==> src/hdl/chcb_pkg.sv <==
// ============================================================================
// Canonical Huffman code builder: shared definitions
// Field widths, table geometry and register map of the code builder.
// ============================================================================
`default_nettype none

package chcb_pkg;

	// Table geometry: one count byte per code length.
	localparam int NUM_COUNTS = 16;
	localparam int CNT_IDX_W  = 4;

	// Field widths.
	localparam int BYTE_W   = 8;
	localparam int LEN_W    = 5;
	localparam int CODE_W   = 16;
	localparam int NCODE_W  = CODE_W + 1;
	localparam int SYMS_W   = 12;

	// Configuration port.
	localparam int APB_ADDR_W = 3;
	localparam int APB_DATA_W = 32;

	// Register index, taken from paddr[2].
	localparam logic [0:0] REG_MAX_CODE_LENGTH = 1'b0;

	// Reset value of max_code_length.
	localparam logic [LEN_W-1:0] MAX_CODE_LENGTH_RESET = 5'd16;

endpackage : chcb_pkg

`default_nettype wire

==> src/hdl/chcb_in_if.sv <==
// ============================================================================
// Code builder input channel
// Carries one table byte and its start-of-table mark with valid/ready.
// ============================================================================
`default_nettype none

interface chcb_in_if;
	import chcb_pkg::*;

	logic              valid;
	logic              ready;
	logic [BYTE_W-1:0] table_byte;
	logic              table_start;

	modport source (output valid, output table_byte, output table_start, input ready);
	modport sink   (input valid, input table_byte, input table_start, output ready);

endinterface : chcb_in_if

`default_nettype wire

==> src/hdl/chcb_out_if.sv <==
// ============================================================================
// Code builder output channel
// Carries one assigned code with its symbol, length and status.
// ============================================================================
`default_nettype none

interface chcb_out_if;
	import chcb_pkg::*;

	logic              valid;
	logic              ready;
	logic [BYTE_W-1:0] symbol;
	logic [CODE_W-1:0] code_word;
	logic [LEN_W-1:0]  code_length;
	logic              build_status;
	logic              last_symbol;

	modport source (
		output valid, output symbol, output code_word, output code_length,
		output build_status, output last_symbol, input ready
	);
	modport sink (
		input valid, input symbol, input code_word, input code_length,
		input build_status, input last_symbol, output ready
	);

endinterface : chcb_out_if

`default_nettype wire

==> src/hdl/canonical_huffman_code_builder_top.sv <==
// Each count byte is written to the count memory; the 16th starts a pass that sums
// the counts, during which no byte is taken.
// A symbol byte visits S_ADV, plus S_LOAD and S_ADV per skipped empty length, set by
// the single count memory read port and the shared shift/increment/compare step.
// The result sits in an output register; a new byte is taken while it waits.
// Reset (arst_n low, asynchronous) clears all control state; counts are not cleared.
// ============================================================================
// Canonical Huffman code builder
// Assigns canonical JPEG-style codes to symbols of a table streamed byte-wise.
// ============================================================================
`default_nettype none

module canonical_huffman_code_builder_top #(
	parameter int MAX_LENGTH = 16
) (
	input  wire logic                              clk,
	input  wire logic                              arst_n,
	// Configuration port
	input  wire logic                              psel,
	input  wire logic                              penable,
	input  wire logic                              pwrite,
	input  wire logic [chcb_pkg::APB_ADDR_W-1:0]   paddr,
	input  wire logic [chcb_pkg::APB_DATA_W-1:0]   pwdata,
	output logic      [chcb_pkg::APB_DATA_W-1:0]   prdata,
	output logic                                   pready,
	// Channels
	chcb_in_if.sink                                table_in,
	chcb_out_if.source                             code_out
);
	import chcb_pkg::*;

	localparam logic [LEN_W-1:0] MAX_LEN_L  = LEN_W'(MAX_LENGTH);
	localparam logic [LEN_W-1:0] NUM_CNT_L  = LEN_W'(NUM_COUNTS);

	typedef enum logic [1:0] {
		S_IDLE,
		S_SUM,
		S_ADV,
		S_LOAD
	} state_t;

	state_t                 state_q;
	logic [LEN_W-1:0]       max_len_q;
	logic [LEN_W-1:0]       byte_pos_q;
	logic [LEN_W-1:0]       cur_len_q;
	logic [BYTE_W-1:0]      codes_left_q;
	logic [NCODE_W-1:0]     next_code_q;
	logic                   failed_q;
	logic [SYMS_W-1:0]      symbols_left_q;
	logic [SYMS_W-1:0]      sum_q;
	logic [LEN_W-1:0]       k_q;
	logic [LEN_W-1:0]       eff_max_q;
	logic                   rd_v_q;
	logic                   rd_first_q;
	logic [BYTE_W-1:0]      sym_q;
	logic [BYTE_W-1:0]      rd_q;
	logic                   out_valid_q;
	logic [BYTE_W-1:0]      out_symbol_q;
	logic [CODE_W-1:0]      out_code_q;
	logic [LEN_W-1:0]       out_len_q;
	logic                   out_status_q;
	logic                   out_last_q;

	logic [BYTE_W-1:0]      counts_mem [NUM_COUNTS];

	logic                   in_fire;
	logic                   cfg_write;
	logic                   count_phase;
	logic                   cnt_we;
	logic [CNT_IDX_W-1:0]   cnt_waddr;
	logic [CNT_IDX_W-1:0]   rd_addr;
	logic [LEN_W-1:0]       eff_max;
	logic [SYMS_W-1:0]      sum_next;
	logic                   adv_need;
	logic [NCODE_W-1:0]     slot_limit;
	logic                   fail_now;
	logic                   out_free;
	logic                   out_load;

	// Configuration register access.
	assign pready    = 1'b1;
	assign cfg_write = psel & penable & pwrite & pready
		& (paddr[2] == REG_MAX_CODE_LENGTH);
	assign prdata    = (paddr[2] == REG_MAX_CODE_LENGTH) ?
		APB_DATA_W'(max_len_q) : '0;

	always_ff @(posedge clk or negedge arst_n) begin
		if (!arst_n) begin
			max_len_q <= MAX_CODE_LENGTH_RESET;
		end else if (cfg_write) begin
			max_len_q <= pwdata[LEN_W-1:0];
		end
	end

	// Clamp the configured maximum into 1 .. MAX_LENGTH.
	always_comb begin
		eff_max = max_len_q;
		if (eff_max == '0) begin
			eff_max = LEN_W'(1);
		end
		if (eff_max > MAX_LEN_L) begin
			eff_max = MAX_LEN_L;
		end
	end

	// Input handshake and count byte write decode.
	assign table_in.ready = (state_q == S_IDLE);
	assign in_fire        = table_in.valid & table_in.ready;
	assign count_phase    = table_in.table_start | (byte_pos_q < NUM_CNT_L);
	assign cnt_we         = in_fire & count_phase;
	assign cnt_waddr      = table_in.table_start ? '0 : byte_pos_q[CNT_IDX_W-1:0];

	// The single read port serves the sum pass and the length advance.
	assign rd_addr  = (state_q == S_SUM) ? k_q[CNT_IDX_W-1:0] : cur_len_q[CNT_IDX_W-1:0];
	assign sum_next = sum_q + SYMS_W'(rd_v_q ? rd_q : '0);

	// Shared step: free slot check at the current length.
	assign adv_need   = (codes_left_q == '0) && (cur_len_q < NUM_CNT_L);
	assign slot_limit = NCODE_W'(1) << cur_len_q;
	assign fail_now   = failed_q | (next_code_q >= slot_limit);
	assign out_free   = ~out_valid_q | code_out.ready;
	assign out_load   = (state_q == S_ADV) && !adv_need && (codes_left_q != '0) && out_free;

	// Count memory: written by count bytes, one registered read per cycle.
	always_ff @(posedge clk) begin
		if (cnt_we) begin
			counts_mem[cnt_waddr] <= table_in.table_byte;
		end
		rd_q <= counts_mem[rd_addr];
	end

	// Sequencer with the output register.
	always_ff @(posedge clk or negedge arst_n) begin
		if (!arst_n) begin
			state_q        <= S_IDLE;
			byte_pos_q     <= '0;
			cur_len_q      <= LEN_W'(1);
			codes_left_q   <= '0;
			next_code_q    <= '0;
			failed_q       <= 1'b0;
			symbols_left_q <= '0;
			sum_q          <= '0;
			k_q            <= '0;
			eff_max_q      <= '0;
			rd_v_q         <= 1'b0;
			rd_first_q     <= 1'b0;
			sym_q          <= '0;
			out_valid_q    <= 1'b0;
			out_symbol_q   <= '0;
			out_code_q     <= '0;
			out_len_q      <= '0;
			out_status_q   <= 1'b0;
			out_last_q     <= 1'b0;
		end else begin
			// A transfer on the output frees the register unless a new result takes it.
			if (out_valid_q && code_out.ready && !out_load) begin
				out_valid_q <= 1'b0;
			end

			case (state_q)
				S_IDLE: begin
					if (in_fire) begin
						if (table_in.table_start) begin
							failed_q       <= 1'b0;
							symbols_left_q <= '0;
							byte_pos_q     <= LEN_W'(1);
						end else if (count_phase) begin
							byte_pos_q <= byte_pos_q + LEN_W'(1);
							// Last count byte: sample the maximum and sum the counts.
							if (byte_pos_q == NUM_CNT_L - LEN_W'(1)) begin
								eff_max_q   <= eff_max;
								k_q         <= '0;
								sum_q       <= '0;
								rd_v_q      <= 1'b0;
								rd_first_q  <= 1'b0;
								cur_len_q   <= LEN_W'(1);
								next_code_q <= '0;
								state_q     <= S_SUM;
							end
						end else if (symbols_left_q != '0) begin
							sym_q   <= table_in.table_byte;
							state_q <= S_ADV;
						end
					end
				end

				S_SUM: begin
					sum_q <= sum_next;
					if (rd_first_q) begin
						codes_left_q <= rd_q;
					end
					rd_v_q     <= (k_q < eff_max_q) && (k_q < NUM_CNT_L);
					rd_first_q <= (k_q == '0);
					if (k_q == NUM_CNT_L) begin
						symbols_left_q <= sum_next;
						state_q        <= S_IDLE;
					end else begin
						k_q <= k_q + LEN_W'(1);
					end
				end

				S_ADV: begin
					if (adv_need) begin
						// Move one length deeper; the count arrives next cycle.
						if (!failed_q) begin
							next_code_q <= {next_code_q[NCODE_W-2:0], 1'b0};
						end
						cur_len_q <= cur_len_q + LEN_W'(1);
						state_q   <= S_LOAD;
					end else if (codes_left_q == '0) begin
						symbols_left_q <= '0;
						state_q        <= S_IDLE;
					end else if (out_free) begin
						out_valid_q  <= 1'b1;
						out_symbol_q <= sym_q;
						out_code_q   <= fail_now ? '0 : next_code_q[CODE_W-1:0];
						out_len_q    <= cur_len_q;
						out_status_q <= fail_now;
						out_last_q   <= (symbols_left_q == SYMS_W'(1));
						failed_q     <= fail_now;
						if (!fail_now) begin
							next_code_q <= next_code_q + NCODE_W'(1);
						end
						codes_left_q   <= codes_left_q - BYTE_W'(1);
						symbols_left_q <= symbols_left_q - SYMS_W'(1);
						state_q        <= S_IDLE;
					end
				end

				S_LOAD: begin
					codes_left_q <= rd_q;
					state_q      <= S_ADV;
				end

				default: begin
					state_q <= S_IDLE;
				end
			endcase
		end
	end

	// Output channel.
	assign code_out.valid        = out_valid_q;
	assign code_out.symbol       = out_symbol_q;
	assign code_out.code_word    = out_code_q;
	assign code_out.code_length  = out_len_q;
	assign code_out.build_status = out_status_q;
	assign code_out.last_symbol  = out_last_q;

endmodule : canonical_huffman_code_builder_top

`default_nettype wire

==> src/flat_wrapper.sv <==
// flat-port wrapper written by rule: the top's interface ports become plain ports
module canonical_huffman_code_builder_top_flat import chcb_pkg::*;
#(
	parameter int MAX_LENGTH = 16
)
  (clk, arst_n, psel, penable, pwrite, paddr, pwdata, prdata, pready, table_in_valid, table_in_table_byte, table_in_table_start, table_in_ready, code_out_valid, code_out_symbol, code_out_code_word, code_out_code_length, code_out_build_status, code_out_last_symbol, code_out_ready);
  chcb_in_if table_in_i ();
  chcb_out_if code_out_i ();
  input  wire logic clk;
  input  wire logic arst_n;
  input  wire logic psel;
  input  wire logic penable;
  input  wire logic pwrite;
  input  wire logic [chcb_pkg::APB_ADDR_W-1:0] paddr;
  input  wire logic [chcb_pkg::APB_DATA_W-1:0] pwdata;
  output logic      [chcb_pkg::APB_DATA_W-1:0] prdata;
  output logic pready;
  input wire logic [$bits(table_in_i.valid)-1:0] table_in_valid;
  input wire logic [$bits(table_in_i.table_byte)-1:0] table_in_table_byte;
  input wire logic [$bits(table_in_i.table_start)-1:0] table_in_table_start;
  output wire logic [$bits(table_in_i.ready)-1:0] table_in_ready;
  output wire logic [$bits(code_out_i.valid)-1:0] code_out_valid;
  output wire logic [$bits(code_out_i.symbol)-1:0] code_out_symbol;
  output wire logic [$bits(code_out_i.code_word)-1:0] code_out_code_word;
  output wire logic [$bits(code_out_i.code_length)-1:0] code_out_code_length;
  output wire logic [$bits(code_out_i.build_status)-1:0] code_out_build_status;
  output wire logic [$bits(code_out_i.last_symbol)-1:0] code_out_last_symbol;
  input wire logic [$bits(code_out_i.ready)-1:0] code_out_ready;
  assign table_in_i.valid = table_in_valid;
  assign table_in_i.table_byte = table_in_table_byte;
  assign table_in_i.table_start = table_in_table_start;
  assign table_in_ready = table_in_i.ready;
  assign code_out_valid = code_out_i.valid;
  assign code_out_symbol = code_out_i.symbol;
  assign code_out_code_word = code_out_i.code_word;
  assign code_out_code_length = code_out_i.code_length;
  assign code_out_build_status = code_out_i.build_status;
  assign code_out_last_symbol = code_out_i.last_symbol;
  assign code_out_i.ready = code_out_ready;
  canonical_huffman_code_builder_top #(.MAX_LENGTH(MAX_LENGTH)) u_core (.clk(clk), .arst_n(arst_n), .psel(psel), .penable(penable), .pwrite(pwrite), .paddr(paddr), .pwdata(pwdata), .prdata(prdata), .pready(pready), .table_in(table_in_i), .code_out(code_out_i));
endmodule
==> config.mk <==
export PLATFORM = sky130hd
export DESIGN_NAME = canonical_huffman_code_builder_top_flat
export DESIGN_NICKNAME = d
export VERILOG_FILES = /design/src/hdl/chcb_pkg.sv /design/src/hdl/chcb_in_if.sv /design/src/hdl/chcb_out_if.sv /design/src/hdl/canonical_huffman_code_builder_top.sv /design/src/flat_wrapper.sv
export SDC_FILE = /design/constraint.sdc
export NUM_CORES = 1
export LEC_CHECK = 0
export ABC_AREA = 1
export BUFFER_PORTS_ARGS = -buffer_cell sky130_fd_sc_hd__buf_4
export CAP_MARGIN = 20
export CORE_MARGIN = 1
export CORE_UTILIZATION = 50
export CTS_CLUSTER_SIZE = 30
export DETAILED_ROUTE_END_ITERATION = 8
export PLACE_DENSITY = 0.69
export SLEW_MARGIN = 20
export SYNTH_ARGS = -nofsm -noshare
export SYNTH_HDL_FRONTEND = slang
export SYNTH_SLANG_ARGS = --single-unit
==> constraint.sdc <==
create_clock -name clk -period 2.6 [get_ports clk]
set_input_delay 0.52 -clock clk [delete_from_list [all_inputs] [get_ports clk]]
set_output_delay 0.52 -clock clk [all_outputs]
set_load 0.1 [all_outputs]
* Word level (Yosys, flattened, before mapping)
Memory sizes are Yosys's and may differ from the RTL's. A register that Yosys moved wholly into a read port is not among the register bits. Cells that the tools add are included.
Storage, ports and cells: flip-flop bits (word level) 119, memory bits (writable) 128, input bits 51, output and inout port bits 66, word-level logic and storage cells 184, memories kept 1
Cells by class: add/sub/neg operators 7, $lt $le $gt $ge 6, eq/ne operators 26, shift operators 1, muxes and demuxes 77, bitwise logic cells 14, reductions and logical operators 32
Memory list:
- u_core.counts_mem | depth 16, width 8, read ports 1, clocked after memory_dff 1, wr ports 1, RTL line canonical_huffman_code_builder_top.sv:64 | logic [BYTE_W-1:0] counts_mem [NUM_COUNTS];
Operators by type and width (number):
- 2-to-1 mux 17 bit | 9
- 2-to-1 mux 12 bit | 10
- 2-to-1 mux 5 bit | 15
- 2-to-1 mux 8 bit | 5
- one-hot mux 12 bit (3 select lines) | 1
- one-hot mux 17 bit (2 select lines) | 1
- AND reduction 6 bit | 5
- one-hot mux 12 bit (2 select lines) | 1
- one-hot mux 8 bit (3 select lines) | 1
- one-hot mux 5 bit (2 select lines) | 2
- AND reduction 5 bit | 4
- 2-to-1 mux 2 bit | 9
- inequality test 2 bit, second input constant | 9
- adder 17 x 1 -> 17 bit, second input constant | 1
- greater-or-equal comparator 17 bit | 1
- << shifter 1 x 5 -> 17 bit, first input constant | 1
- 2-to-1 mux 1 bit | 16
- 2-to-1 mux 16 bit | 1
- adder 5 x 1 -> 5 bit, second input constant | 3
- < comparator 5 bit, second input constant | 3
- adder 12 bit | 1
- == test 12 x 1 -> 1 bit, second input constant | 1
- nonzero test 12 bit | 1
- subtractor 12 x 1 -> 12 bit, second input constant | 1
- other kinds (29) | 61

* Logic depth before layout (Yosys ltp)
Gate-level depths: netlist of run 1.
depth after elaboration 13, depth in mapped cells 19, depth with buffers taken out 18

* Worst setup path before layout of run 1
OpenSTA, ideal clock, no wires.
path kind register -> register, start point register u_core.state_q[0], end point memory u_core.counts_mem[4][0] (enable), setup time 0.395 ns, data arrival time 2.761 ns, data required time 2.205 ns, path slack -0.556 ns, stages on the path, launching flop included 8, path buffers 1, period minus slack after synthesis 3.156 ns, cell sequence dfrtp_1 -> inv_1 -> ha_1 -> nand2_1 -> nor2_1 -> buf_2 -> nand3_1 -> nor4_1
On the way: longest elaborated chain between the ends 5
RTL lines:
- from (decl) | RTL line canonical_huffman_code_builder_top.sv:42 | state_t state_q;
- from (signal assigned) | RTL line canonical_huffman_code_builder_top.sv:135 | state_q <= S_IDLE;
- from (signal assigned) | RTL line canonical_huffman_code_builder_top.sv:178 | state_q <= S_SUM;
- from (signal assigned) | RTL line canonical_huffman_code_builder_top.sv:182 | state_q <= S_ADV;
- logical NOT 2 bit | RTL line canonical_huffman_code_builder_top.sv:107 | assign table_in.ready = (state_q == S_IDLE);
- net table_in_ready | RTL line flat_wrapper.sv:21 | output wire logic [$bits(table_in_i.ready)-1:0] table_in_ready;
- AND 1 bit | RTL line canonical_huffman_code_builder_top.sv:108 | assign in_fire = table_in.valid & table_in.ready;
- AND 1 bit | RTL line canonical_huffman_code_builder_top.sv:110 | assign cnt_we = in_fire & count_phase;
- 2-to-1 mux 1 bit | RTL line canonical_huffman_code_builder_top.sv:126 | if (cnt_we) begin
- 2-to-1 mux 1 bit (not written as such) | RTL line canonical_huffman_code_builder_top.sv:127 | counts_mem[cnt_waddr] <= table_in.table_byte;
- to (decl) | RTL line canonical_huffman_code_builder_top.sv:64
The timed path passes the listed nets, and every way through them passes these cells.

* Worst setup path after layout of run 1
start point register u_core.cur_len_q[0], end point register u_core.next_code_q[0]
On the way: longest elaborated chain between the ends 5, elaborated cells between the ends (all ways) 12, classes of those cells order compare (2); eq/ne (4); shift (1); mux (2); bitwise (1); reduce/logical (2)
RTL lines:
- from (decl) | RTL line canonical_huffman_code_builder_top.sv:45 | logic [LEN_W-1:0] cur_len_q;
- from (signal assigned) | RTL line canonical_huffman_code_builder_top.sv:208 | cur_len_q <= cur_len_q + LEN_W'(1);
- << shifter 1 x 5 -> 17 bit | RTL line canonical_huffman_code_builder_top.sv:119 | assign slot_limit = NCODE_W'(1) << cur_len_q;
- greater-or-equal comparator 17 bit | RTL line canonical_huffman_code_builder_top.sv:120 | assign fail_now = failed_q | (next_code_q >= slot_limit);
- OR 1 bit | RTL line canonical_huffman_code_builder_top.sv:120
- inequality test 3 x 2 -> 1 bit (no source line)
- AND reduction 9 bit (no source line)
- to (signal assigned) | RTL line canonical_huffman_code_builder_top.sv:206 | next_code_q <= {next_code_q[NCODE_W-2:0], 1'b0};
- to (signal assigned) | RTL line canonical_huffman_code_builder_top.sv:222 | next_code_q <= next_code_q + NCODE_W'(1);
- to (decl) | RTL line canonical_huffman_code_builder_top.sv:47 | logic [NCODE_W-1:0] next_code_q;
Parallel ways exist; a longest one is shown, timed or not. A chain may end at the register's enable or synchronous reset.

==> results.sh, run 1 <==
export IMPL_regArea_um2=6990
export IMPL_hpwlAfterDp_um=20000
export IMPL_track_usage=0.221
export IMPL_synth_edf_count=128
export IMPL_fin_area_um2=15400
export IMPL_num_vias=10100
export IMPL_synth_seq_cells=255
export IMPL_yosysMostFrequentCell="nand2_1"
export IMPL_switching_power_mw=5.56
export IMPL_ir_drop_v=0.000703
export IMPL_ios=117
export IMPL_grt_overflow=0
export IMPL_required_ps=3090
export IMPL_initial_core_util=0.508
export IMPL_p_per_area_nw_per_um2=914
export IMPL_max_cap_violations=0
export IMPL_drive_gt1_frac=0.160
export IMPL_met1_length_um=13400
export IMPL_cts_tree="built"
export IMPL_crit_path_start_kind="flip-flop"
export IMPL_drt_iter0_markers=765
export IMPL_path_class="reg2reg"
export IMPL_worstRegToRegCells=18
export IMPL_reg2reg_slack_ps=80
export IMPL_final_hold_viol_count=0
export IMPL_ant_nets=0
export IMPL_drc=0
export IMPL_worstSetupEndpointType="flip-flop"
export IMPL_fmax_mhz=398
export IMPL_async_flop_share=0.467
export IMPL_synth_simple_area_share=0.207
export IMPL_p_leak_nw=7.08
export IMPL_clk_latency_ps=570
export IMPL_cts_clk_slew_worst_paths_ps=60
export IMPL_drt_pass1_iter_count=7
export IMPL_drv_slew=0
export IMPL_io_buffers=59
export IMPL_antenna_found_initial=0
export IMPL_status="complete, no violations"
export IMPL_nFillCells=2220
export IMPL_yosys_area_top_type="edfxtp_1"
export IMPL_r2r_end="u_core.next_code_q[0]"
export IMPL_met2_length_um=14200
export IMPL_clockBufferDepth=3
export IMPL_postLayoutSetupSlackWorst_ps=84.5
export IMPL_yosys_top_cells_count="nand2_1 (367), inv_1 (185), edfxtp_1 (128)"
export IMPL_dieWidth_um=164
export IMPL_fin_skew_ps=23.3
export IMPL_synthToLayoutAreaGrowth_pct=17.3
export IMPL_sw_frac_of_total=0.395
export IMPL_avgSynthCellArea_um2=8.88
export IMPL_viasPerCell=5.25
export IMPL_hp_class="in2reg"
export IMPL_preCtsSetupSlack_ps=56.0
export IMPL_relSlewSlack=0.604
export IMPL_syn_inst=1482
export IMPL_routed_top_layer="met4"
export IMPL_combPwrFrac=0.370
export IMPL_synthTopCellsByArea="edfxtp_1 (29%), dfrtp_1 (22%), nand2_1 (10%)"
export IMPL_die_area_um2=27000
export IMPL_synthAdderAreaFrac=0.0481
export IMPL_hold_path_startpoint="pwdata[3]"
export IMPL_yosys_area_top_type_share=0.292
export IMPL_core_area_um2=25900
export IMPL_fin_hold_ws_ps=200
export IMPL_critPathLaunch="u_core.cur_len_q[0]"
export IMPL_clkSinkCount=255
export IMPL_setup_viol=0
export IMPL_synthDistinctLibCells=47
export IMPL_fin_crit_sh=0.968
export IMPL_synth_top_family_by_area="simple AND/OR/NAND/NOR gates"
export IMPL_final_setup_tns_ps=0
export IMPL_multi_input_comb_area_um2=5440
export IMPL_r2r_start="u_core.cur_len_q[0]"
export IMPL_drt_wirelength_per_cell_um=15.3
export IMPL_hold_depth=3
export IMPL_synth_compound_area_share=0.105
export IMPL_grt_pass1_wl_um=47300
export IMPL_cp_max_fo=7
export IMPL_final_nets=1678
export IMPL_synthXorXnorAreaFrac=0.0120
export IMPL_p_seq_frac=0.357
export IMPL_die_h_um=164
export IMPL_grt_max_degree=68
export IMPL_antenna_cells=0
export IMPL_clockRootBuffer="clkbuf_16"
export IMPL_cts_buffers=28
export IMPL_place_gp_congestion=0.914
export IMPL_rows=59
export IMPL_tightest_slew_ps=593
export IMPL_worstPathArrival_ps=3000
export IMPL_yosysSeqAreaShare=0.531
export IMPL_synth_mux_area_frac=0.00599
export IMPL_cp_endpoint="u_core.next_code_q[0]"
export IMPL_synth_ff_type="edfxtp_1"
export IMPL_place_area_um2=14100
export IMPL_yosysWarnings=0
export IMPL_syn_area_um2=13200
export IMPL_htreeDepth=1
export IMPL_clockPowerShare=0.273
export IMPL_fin_crit_ps=2520
export IMPL_internal_power_mw=8.53
export IMPL_wl_met3_um=1210
export IMPL_wirelength_um=29600
export IMPL_first_global_vias=9538
worst max-delay path: stages, from the launching register on:
cell	delay [ps]
dfstp_2	620
inv_2	90
ha_2	190
nand2_1	80
inv_1	60
nand2_2	80
ha_4	200
nand2_1	50
inv_1	50
nand2_1	60
nand2_1	80
a21oi_2	160
nand2_2	80
nand2_4	70
nand3_4	100
nand2_8	170
clkbuf_16	170
nand3_1	60
nand2_1	80
sequential cells by signal (all words and copies together) (netlist names), 2 cells and up:
register                     cells
u_core.cur_len_q                 5
u_core.counts_mem              128
u_core.k_q                       5
u_core.symbols_left_q           12
u_core.codes_left_q              8
u_core.next_code_q              17
u_core.eff_max_q                 5
u_core.state_q                   2
u_core.code_out.code_word       16
u_core.code_out.symbol           8
u_core.code_out.code_length      5
u_core.rd_q                      8
u_core.sym_q                     8
u_core.max_len_q                 5
u_core.sum_q                    12
u_core.byte_pos_q                5
logic make-up after synthesis:
logic type / after synthesis
and+or+nand+nor: 633
buffers and inverters: 272
DFF: 255
AOI/OAI and AO/OA: 245
adders and majority gates: 50
xor gates and xnor gates: 18
muxes: 7
other: 2
layer usage:
metal	vias up	GRT usage
li1	5052	-
met1	4804	0.302
met2	237	0.368
met3	46	0.0255
met4	0	0.0673
met5	-	0
final cells by class:
type | count | area share
Multi-Input combinational cell | 983 | 0.353
Clock inverter | 10 | 0.00503
Clock buffer | 39 | 0.0541
Timing Repair Buffer | 112 | 0.0601
Sequential cell | 255 | 0.453
Tap cell | 335 | 0.0272
Inverter | 197 | 0.0481
worst min-delay path by stage:
stage                                        end  slack (ps)
floorplan                   u_core.byte_pos_q[0]         220
global placement    u_core.code_out.code_word[5]         390
detailed placement  u_core.code_out.code_word[4]         390
CTS                          u_core.max_len_q[3]         180
global route                 u_core.max_len_q[3]         190
finish                       u_core.max_len_q[3]         200
power groups by stage:
stage                     logic (mW)  registers, mW  clock network [mW]
final                           5.21           5.03                3.85
after global routing            5.79           5.09                4.08
after CTS                       4.99           5.02                3.91
after detailed placement        4.95           5.10                   0
after global placement          4.84           5.08                   0
after floorplan                 3.66           5.03                   0
what timing repair did:
| action | in CTS | in global routing |
|---|---|---|
| setup buffers | 0 | 9 |
| hold buffers | 1 | 0 |
| setup endpoints to repair | 0 | 37 |
| hold endpoints to repair | 12 | 0 |
| gates resized for setup | 0 | 64 |
metrics by stage:
step / cells / util / power (mW)
global placement: 1869 / 0.543 / 9.93
detailed placement: 1869 / 0.543 / 10.1
global route: 1931 / 0.595 / 15.0
floorplan: 1508 / - / 8.69
CTS: 1919 / 0.578 / 13.9
finish: 1931 / 0.595 / 14.1
cell usage in the layout (no fill, tap or decap), types with 32 or more instances in the layout:
master / instances
nor2_1: 87
nand3_1: 109
nand2_1: 349
edfxtp_1: 128
inv_1: 180
buf_4: 104
ha_1: 32
dfrtp_1: 116
a21oi_1: 70
o211ai_1: 35
o21ai_0: 107
Power figures use the tool's default switching activity.
==> run 2, diff against run 1 <==
Settings changed: CORE_ASPECT_RATIO set to 0.8, SKIP_LAST_GASP set to 1.
==> results.sh, run 2 (synthesis gave the netlist of run 1 again) <==
export IMPL_fmax_mhz=396
export IMPL_cts_buffers=25
export IMPL_clkSinkCount=255
export IMPL_cts_clk_slew_worst_paths_ps=70
export IMPL_ir_drop_v=0.000524
export IMPL_hold_path_startpoint="pwdata[4]"
export IMPL_clockBufferDepth=3
export IMPL_htreeDepth=1
export IMPL_status="complete, no violations"
export IMPL_tightest_slew_ps=585
export IMPL_cp_top_family="simple AND/OR/NAND/NOR gates"
export IMPL_p_per_area_nw_per_um2=908
export IMPL_die_h_um=147
export IMPL_viasPerCell=5.27
export IMPL_final_setup_tns_ps=0
export IMPL_wirelength_um=30000
export IMPL_dieWidth_um=183
export IMPL_ios=117
export IMPL_reg2reg_slack_ps=70
export IMPL_fin_crit_ps=2530
export IMPL_drc=0
export IMPL_max_cap_violations=0
export IMPL_num_vias=10200
export IMPL_final_hold_viol_count=0
export IMPL_clockPowerShare=0.273
export IMPL_track_usage=0.222
export IMPL_drv_slew=0
export IMPL_sw_frac_of_total=0.385
export IMPL_worstSetupEndpointType="flip-flop"
export IMPL_grt_max_degree=81
export IMPL_setup_viol=0
export IMPL_p_leak_nw=7.00
export IMPL_cts_tree="built"
export IMPL_final_nets=1666
export IMPL_drt_wirelength_per_cell_um=15.5
export IMPL_mostFrequentLayoutCells="nand2_1 (352), inv_1 (181), edfxtp_1 (128), dfrtp_1 (116), nand3_1 (110)"
export IMPL_relSlewSlack=0.610
export IMPL_fin_skew_ps=23.4
export IMPL_finalNonFillerCells=1935
export IMPL_final_common_cell="nand2_1"
export IMPL_crit_path_start_kind="flip-flop"
export IMPL_drive_gt1_frac=0.143
export IMPL_p_seq_frac=0.362
export IMPL_drt_pass1_iter_count=6
export IMPL_cp_common_cell="nand2_1"
export IMPL_largest_reg_flops=128
export IMPL_place_gp_congestion=0.931
export IMPL_grt_overflow=0
export IMPL_path_class="reg2reg"
export IMPL_hold_depth=3
export IMPL_initial_core_util=0.514
export IMPL_antenna_found_initial=0
export IMPL_cpMaxStageDelayCell="dfstp_2"
export IMPL_fin_hold_ws_ps=256
export IMPL_hpwlAfterDp_um=20300
export IMPL_ant_nets=0
export IMPL_max_stage_delay_ps=630
export IMPL_rows=52
export IMPL_cp_depth=18
export IMPL_dp_cells=1882
export IMPL_synthToLayoutAreaGrowth_pct=15.9
export IMPL_die_area_um2=27000
export IMPL_grt_pass1_wl_um=47800
export IMPL_cp_max_fo=8
export IMPL_r2r_end="u_core.next_code_q[6]"
export IMPL_first_global_vias=9333
export IMPL_worstPathArrival_ps=3000
export IMPL_p_total_mw=13.9
export IMPL_combPwrFrac=0.365
export IMPL_crit_chain="inv_2 > ha_2 > nand2_1 > inv_1 > nand2_2 > ha_4 > nand2_1 > inv_1 > nand2_1 > nand2_1 > a21oi_2 > nand2_1 > nand2_2 > nand3_4 > nand2_8 > clkbuf_16 > nand3_1 > nand2_1"
export IMPL_r2r_start="u_core.cur_len_q[0]"
export IMPL_worstRegToRegCells=18
export IMPL_drt_iter0_markers=859
export IMPL_fin_crit_sh=0.972
export IMPL_clockRootBuffer="clkbuf_16"
export IMPL_switching_power_mw=5.33
export IMPL_worstHoldEndpoint="u_core.max_len_q[4]"
export IMPL_crit_buf_inv=4
export IMPL_clk_latency_ps=530
export IMPL_nFillCells=2128
export IMPL_io_buffers=59
export IMPL_largest_register="u_core.counts_mem"
export IMPL_required_ps=3070
export IMPL_internal_power_mw=8.52
export IMPL_hp_class="in2reg"
export IMPL_core_area_um2=25600
run 2: changes by cell type in the layout (fill, tap and decap cells not counted), moves of 4 or more:
cell / delta
clkbuf_8: -4
bufinv_16: +5
clkbuf_16: -4
clkinv_1: +5
buf_4: -9
ha_1: +5
ha_4: -6
run 2: power groups by stage:
| stage | combinational (mW) | clock, mW | sequential (mW) |
|---|---|---|---|
| floorplan | 3.66 | 0 | 5.03 |
| global placement | 4.78 | 0 | 5.07 |
| detailed placement | 4.88 | 0 | 5.08 |
| CTS | 4.91 | 3.85 | 5.00 |
| global route | 5.62 | 4.00 | 5.08 |
| finish | 5.05 | 3.78 | 5.02 |
run 2: final cells by class:
class	instances	area, µm²	share of cell area
repair buffers	104	893	0.0586
flip-flops and latches	255	6990	0.458
inverters	197	742	0.0486
diodes	1	2.50	0.000164
well taps	351	439	0.0288
clock buffers	29	651	0.0427
clock inverters	16	200	0.0131
multi-input cells	982	5340	0.350
run 2: per-stage QoR:
| stage | area, µm² | worst slack [ps] | util |
|---|---|---|---|
| after floorplan | 13300 | -125 | - |
| after CTS | 14900 | 44.9 | 0.584 |
| after global routing | 15200 | -49.3 | 0.596 |
| after global placement | 14100 | 121 | 0.551 |
| after detailed placement | 14100 | 63.4 | 0.551 |
| final | 15300 | 72.0 | 0.596 |
run 2: worst reg2reg max path: cells and delay by family (launching register included):
kind,cells,cell delay [ps]
adders and majority gates,2,390
DFF,1,630
buffers and inverters,4,380
AOI/OAI and AO/OA,1,140
and+or+nand+nor,11,930
run 2: timing repair:
action / CTS / global route
hold buffers: 1 / 0
gates resized for setup: 0 / 52
endpoints found under the setup margin: 0 / 35
hold endpoints to repair: 22 / 0
buffers inserted: 0 / 3
run 2: worst max-delay path by stage:
stage | startpoint | to | slack, ps
after floorplan | u_core.state_q[0] | u_core.counts_mem[1][0] | -120
final | u_core.cur_len_q[0] | u_core.next_code_q[6] | 70
after detailed placement | u_core.cur_len_q[0] | u_core.next_code_q[7] | 60
after CTS | u_core.cur_len_q[0] | u_core.next_code_q[12] | 40
after global routing | u_core.cur_len_q[0] | u_core.next_code_q[2] | -50
after global placement | u_core.cur_len_q[0] | u_core.next_code_q[9] | 120
run 2: layer usage:
| layer | vias to the layer above | GRT usage | part of all wire |
|---|---|---|---|
| met1 | 4834 | 0.329 | 0.47 |
| met2 | 295 | 0.347 | 0.45 |
| met3 | 36 | 0.0332 | 0.061 |
| met5 | - | 0 | 0 |
| met4 | 0 | 0.0463 | 0.017 |
| li1 | 5025 | - | - |
